`src/rtl/qra_pkg.sv`:
```
// Package with shared types and constants for the quota resource allocator.
`timescale 1ns / 1ps
package qra_pkg;
  localparam int CLIENTS = 32;
  localparam int SLOT_W = (CLIENTS > 1) ? $clog2(CLIENTS) : 1;
  localparam int CNT_W = $clog2(CLIENTS + 1);

  localparam logic [1:0] REQ_ALLOC = 2'd0;
  localparam logic [1:0] REQ_FREE = 2'd1;
  localparam logic [1:0] REQ_SETQ = 2'd2;
  localparam logic [1:0] REQ_RELEASE = 2'd3;

  localparam logic [1:0] KIND_MEM = 2'd0;
  localparam logic [1:0] KIND_FD = 2'd1;
  localparam logic [1:0] KIND_PORT = 2'd2;
  localparam logic [1:0] KIND_BAD = 2'd3;

  localparam logic [1:0] ST_OK = 2'd0;
  localparam logic [1:0] ST_BUDGET = 2'd1;
  localparam logic [1:0] ST_FULL = 2'd2;
  localparam logic [1:0] ST_INVALID = 2'd3;

  localparam logic [2:0] CFG_DEF_FD = 3'd0;
  localparam logic [2:0] CFG_DEF_PORT = 3'd1;
  localparam logic [2:0] CFG_DEF_MEM = 3'd2;
  localparam logic [2:0] CFG_POOL = 3'd3;
  localparam logic [2:0] CFG_FD_LIM = 3'd4;
  localparam logic [2:0] CFG_PORT_LIM = 3'd5;

  // One slot search request and its answer.
  typedef struct packed {
    logic start;
    logic [31:0] id;
  } srch_req_t;

  typedef struct packed {
    logic done;
    logic found;
    logic [SLOT_W-1:0] hit;
    logic has_free;
    logic [SLOT_W-1:0] free_slot;
  } srch_rsp_t;
endpackage

```
`src/rtl/qra_search.sv`:
```
// Sequential slot search: one id compare per cycle over all slots.
`timescale 1ns / 1ps
module qra_search (
  input  logic clk,
  input  logic rst,
  input  qra_pkg::srch_req_t req,
  input  logic [qra_pkg::CLIENTS-1:0] valid_bits,
  output logic [qra_pkg::SLOT_W-1:0] rd_addr,
  input  logic [31:0] rd_id,
  output qra_pkg::srch_rsp_t rsp
);
  logic busy;
  logic done;
  logic [qra_pkg::CNT_W-1:0] idx;
  logic [qra_pkg::SLOT_W-1:0] cur;
  logic cur_live;
  logic found, has_free;
  logic [qra_pkg::SLOT_W-1:0] hit, free_slot;
  logic [31:0] id;

  // The id memory read address; data of slot cur arrives in the cycle after.
  assign rd_addr = idx[qra_pkg::SLOT_W-1:0];

  always_ff @(posedge clk) begin
    if (rst) begin
      busy <= 1'b0;
      cur_live <= 1'b0;
      done <= 1'b0;
    end else begin
      done <= 1'b0;
      if (req.start) begin
        busy <= 1'b1;
        idx <= '0;
        cur_live <= 1'b0;
        found <= 1'b0;
        has_free <= 1'b0;
        id <= req.id;
      end else if (busy) begin
        // Compare the slot read last cycle, keep lowest match and free slot.
        if (cur_live) begin
          if (valid_bits[cur] && rd_id == id && !found) begin
            found <= 1'b1;
            hit <= cur;
          end
          if (!valid_bits[cur] && !has_free) begin
            has_free <= 1'b1;
            free_slot <= cur;
          end
        end
        if (idx == qra_pkg::CNT_W'(qra_pkg::CLIENTS)) begin
          busy <= 1'b0;
          cur_live <= 1'b0;
          done <= 1'b1;
        end else begin
          cur <= idx[qra_pkg::SLOT_W-1:0];
          cur_live <= 1'b1;
          idx <= idx + 1'b1;
        end
      end
    end
  end

  // Final answers include the last compare, whose result is registered together with done.
  always_comb begin
    rsp.done = done;
    rsp.found = found;
    rsp.hit = hit;
    rsp.has_free = has_free;
    rsp.free_slot = free_slot;
  end
endmodule

```
`config.mk`:
```
export PLATFORM = sky130hd
export DESIGN_NAME = qra_search
export DESIGN_NICKNAME = d
export VERILOG_FILES = /design/src/rtl/qra_pkg.sv /design/src/rtl/qra_search.sv
export SDC_FILE = /design/constraint.sdc
export NUM_CORES = 1
export LEC_CHECK = 0
export BUFFER_PORTS_ARGS = -buffer_cell sky130_fd_sc_hd__buf_2
export CAP_MARGIN = 20
export CORE_ASPECT_RATIO = 0.9
export CORE_MARGIN = 4
export CORE_UTILIZATION = 43
export CTS_BUF_LIST = sky130_fd_sc_hd__clkbuf_16
export DETAILED_ROUTE_END_ITERATION = 10
export GPL_TIMING_DRIVEN = 0
export MAX_ROUTING_LAYER = met4
export PLACE_DENSITY = 0.73
export SYNTH_ARGS = -nofsm -noshare
export SYNTH_HDL_FRONTEND = slang
export SYNTH_SLANG_ARGS = --single-unit
```
`constraint.sdc`:
```
create_clock -name clk -period 2.57 [get_ports clk]
set_input_delay 0.514 -clock clk [delete_from_list [all_inputs] [get_ports clk]]
set_output_delay 0.514 -clock clk [all_outputs]
set_load 0.01 [all_outputs]
```
==> flow_metrics.tcl <==
set metrics [dict create \
    slew_violations 0 \
    ys_ff_latch 58 \
    cts_tree "yes" \
    fillers 459 \
    run_status "finished clean" \
    setup_viol 0 \
    ant_nets 0 \
    synthCells 188 \
    num_vias 1891 \
    drtIter0Drc 87 \
    hold_class "primary input to register" \
    rsz0062_at_grt "false" \
    fin_skew_ns 0.006262 \
    critPathLaunchType "register" \
    synth_top_area_share_pct 61.77 \
    cts.sinks 58 \
    synthAdderAreaFrac_pct 0.9359 \
    power.switching_uw 539.8 \
    core_mm2 0.005856 \
    power_leakage_nw 1.555 \
    wl_per_cell_um 14.92 \
    worst_setup_path_end_kind "register" \
    grt_pass1_wl_um 9315 \
    gr-total-overflow 0 \
    path_clk_slew_ns 0.05 \
    diodes 0 \
    grtUsageTotal_pct 16.43 \
    synth_area_leader_cell "edfxtp_1" \
    max_slew_margin_pct 41.12 \
    synth_mux_area_share_pct 5.990 \
    syn_to_final_growth_pct 37.72 \
    syn_avg_cell_area_um2 14.22 \
    drcViolationCount 0 \
    post-route-min-period_ns 2.248 \
    grt_max_degree 20 \
    grt_pass1_vias 1936 \
    p_clk_share_pct 45.6 \
    drt_pass1_iterations 4 \
    whs_ns 0.3658 \
    clock.fmax_ghz 0.4449 \
    synth_nets 289 \
    power.internal_mw 1.976 \
    r2r-start "id[23]$_DFFE_PP_" \
    criticalPathCategory "register to register" \
    syn_area_mm2 0.002674 \
    hold_viol_final 0 \
    antenna_found_initial 0 \
    wl_um 5820 \
    io_buffers 115 \
    worstMarginPinSlew_ns 0.8739 \
    synth_compound_area_share_pct 4.118 \
    place_hpwl_um 4638 \
    p_sw_share_pct 21.46 \
    synthSimpleGateAreaFrac_pct 9.031 \
    cellPowerDensity_mw_per_mm2 683.2 \
    layout.nets 416 \
    layout_common_cells "buf_2, edfxtp_1, xor2_1, mux2i_1, xnor2_1" \
    p_total_mw 2.516 \
    peakVddDrop_mv 0.5596 \
    die_h_um 82.81 \
    power_frac_seq_pct 45.0 \
    drive_gt1_share_pct 45.00 \
    yosysUniqueCellTypes 32 \
    clk_latency_ns 0.32 \
    cts-root-buf "clkbuf_16" \
    yosysSeqAreaShare_pct 64.01 \
    num_io_pins 117 \
    clk_path_buf_depth 2 \
    gp_congestion 0.8065 \
    yosysWarningCount 0 \
    post_drt_via_cell_ratio 4.849 \
    cts_buffers 9 \
    cap_violations 0 \
    critPathMaxFanout 5 \
    setup.worst_path.start "id[23]$_DFFE_PP_" \
    rows 26 \
    die-area_mm2 0.007546 \
    synth.area.top_cells "edfxtp_1, xor2_1, mux2i_1, xnor2_1, dfxtp_1" \
    synth_xor_area_share_pct 11.79 \
    arrival_ns 2.23 \
    final_common_cell "buf_2" \
    htree_num_levels 3 \
    synth_top_family_by_area "XOR/XNOR gates" \
    hold_path_startpoint "req[3]" \
    initial_core_util_pct 45.66 \
    timing.final.crit_share_pct 87.45 \
    die_x_um 91.12 \
    cp.required_ns 2.56 \
    combinationalPowerShare_pct 9.5 \
]
## cell type report
type                    count  area, µm²  area share [%]
flip-flops and latches     58       1712           46.48
multi-input cells         115      874.6           23.75
repair buffers            116      603.1           16.38
clock buffers               9      225.2           6.116
plain buffers              11      95.09           2.582
well taps                  70      87.58           2.379
clock inverters             7      70.07           1.903
inverters                   4      15.01          0.4077
## cells in the mapped netlist, drive strengths merged
cell	n
nor2b	2
buf	10
inv	4
nand3	4
nor4	7
o31ai	2
nor2	8
xor2	22
nand2b	6
a311oi	1
mux2i	16
a22oi	4
a21oi	4
and3	1
dfxtp	3
and2b	1
nand4	4
a2111oi	1
ha	2
nand2	7
xnor2	14
nor3	2
edfxtp	55
a211oi	1
o21ai	2
clkbuf	1
nand4b	1
and2	1
nor3b	1
a311o	1
## registers in the layout, indices dropped and copies added, names as in the netlist
name	cells
has_free	1
hit	5
idx	6
free_slot	5
done	1
id	32
cur_live	1
cur	5
found	1
busy	1
## path summary, 6_finish.rpt
| path | to | cells past startpoint | slack (ns) |
|---|---|---|---|
| min reg2reg | cur_live$_SDFFE_PP0P_ | 1 | 0.49 |
| max reg2reg | hit[0]$_DFFE_PP_ | 6 | 0.32 |
| max | hit[0]$_DFFE_PP_ | 6 | 0.32 |
| min | id[3]$_DFFE_PP_ | 1 | 0.37 |
## per-stage QoR
stage / setup TNS (ns) / setup slack, ns / std cells / area, µm² / util [%]
CTS: 0 / 0.07933 / 390 / 3665 / 62.59
finish: 0 / 0.3225 / 390 / 3682 / 62.88
global placement: -1.193 / -0.2387 / 373 / 3337 / 56.99
global route: 0 / 0.05616 / 390 / 3682 / 62.88
floorplan: 0 / 0.3780 / 188 / 2674 / -
detailed placement: -1.684 / -0.3370 / 374 / 3364 / 57.46
## worst max-delay path: stages, from the launching register on
cell      delay [ns]
edfxtp_1        0.37
xor2_1          0.18
nor4_2          0.36
nand4b_1        0.16
nor4_1          0.28
nand4_1         0.23
nor3_4          0.33
## timing repair
| item | CTS | global route |
|---|---|---|
| buffers inserted | 0 | 0 |
| endpoints found under the hold margin | 0 | 0 |
| endpoints found under the setup margin | 5 | 10 |
| cloned | 0 | 0 |
| gates resized for setup | 1 | 3 |
| hold buffers | 0 | 0 |
## metal layers
metal | vias up | GRT usage (%) | part of all wire, %
li1 | 951 | - | -
met1 | 868 | 19.81 | 42
met5 | - | - | 0
met3 | 11 | 6.329 | 6.1
met4 | 0 | 4.658 | 1.5
met2 | 61 | 25.80 | 50
## power groups by stage
stage	logic, mW	clock network [mW]	registers [mW]
floorplan	0.127	0	1.14
global placement	0.225	0	1.15
detailed placement	0.237	0	1.15
CTS	0.239	1.18	1.13
global route	0.267	1.23	1.14
finish	0.238	1.15	1.13
## kinds of logic (layout without fill, tap and decap cells)
group,after synthesis,in the layout
mux,16,16
flops,58,58
xor+xnor,36,36
compound gates,16,16
simple gates,45,45
fa+ha+maj,2,2
buf+inv,15,147
Power figures use the tool's default switching activity.
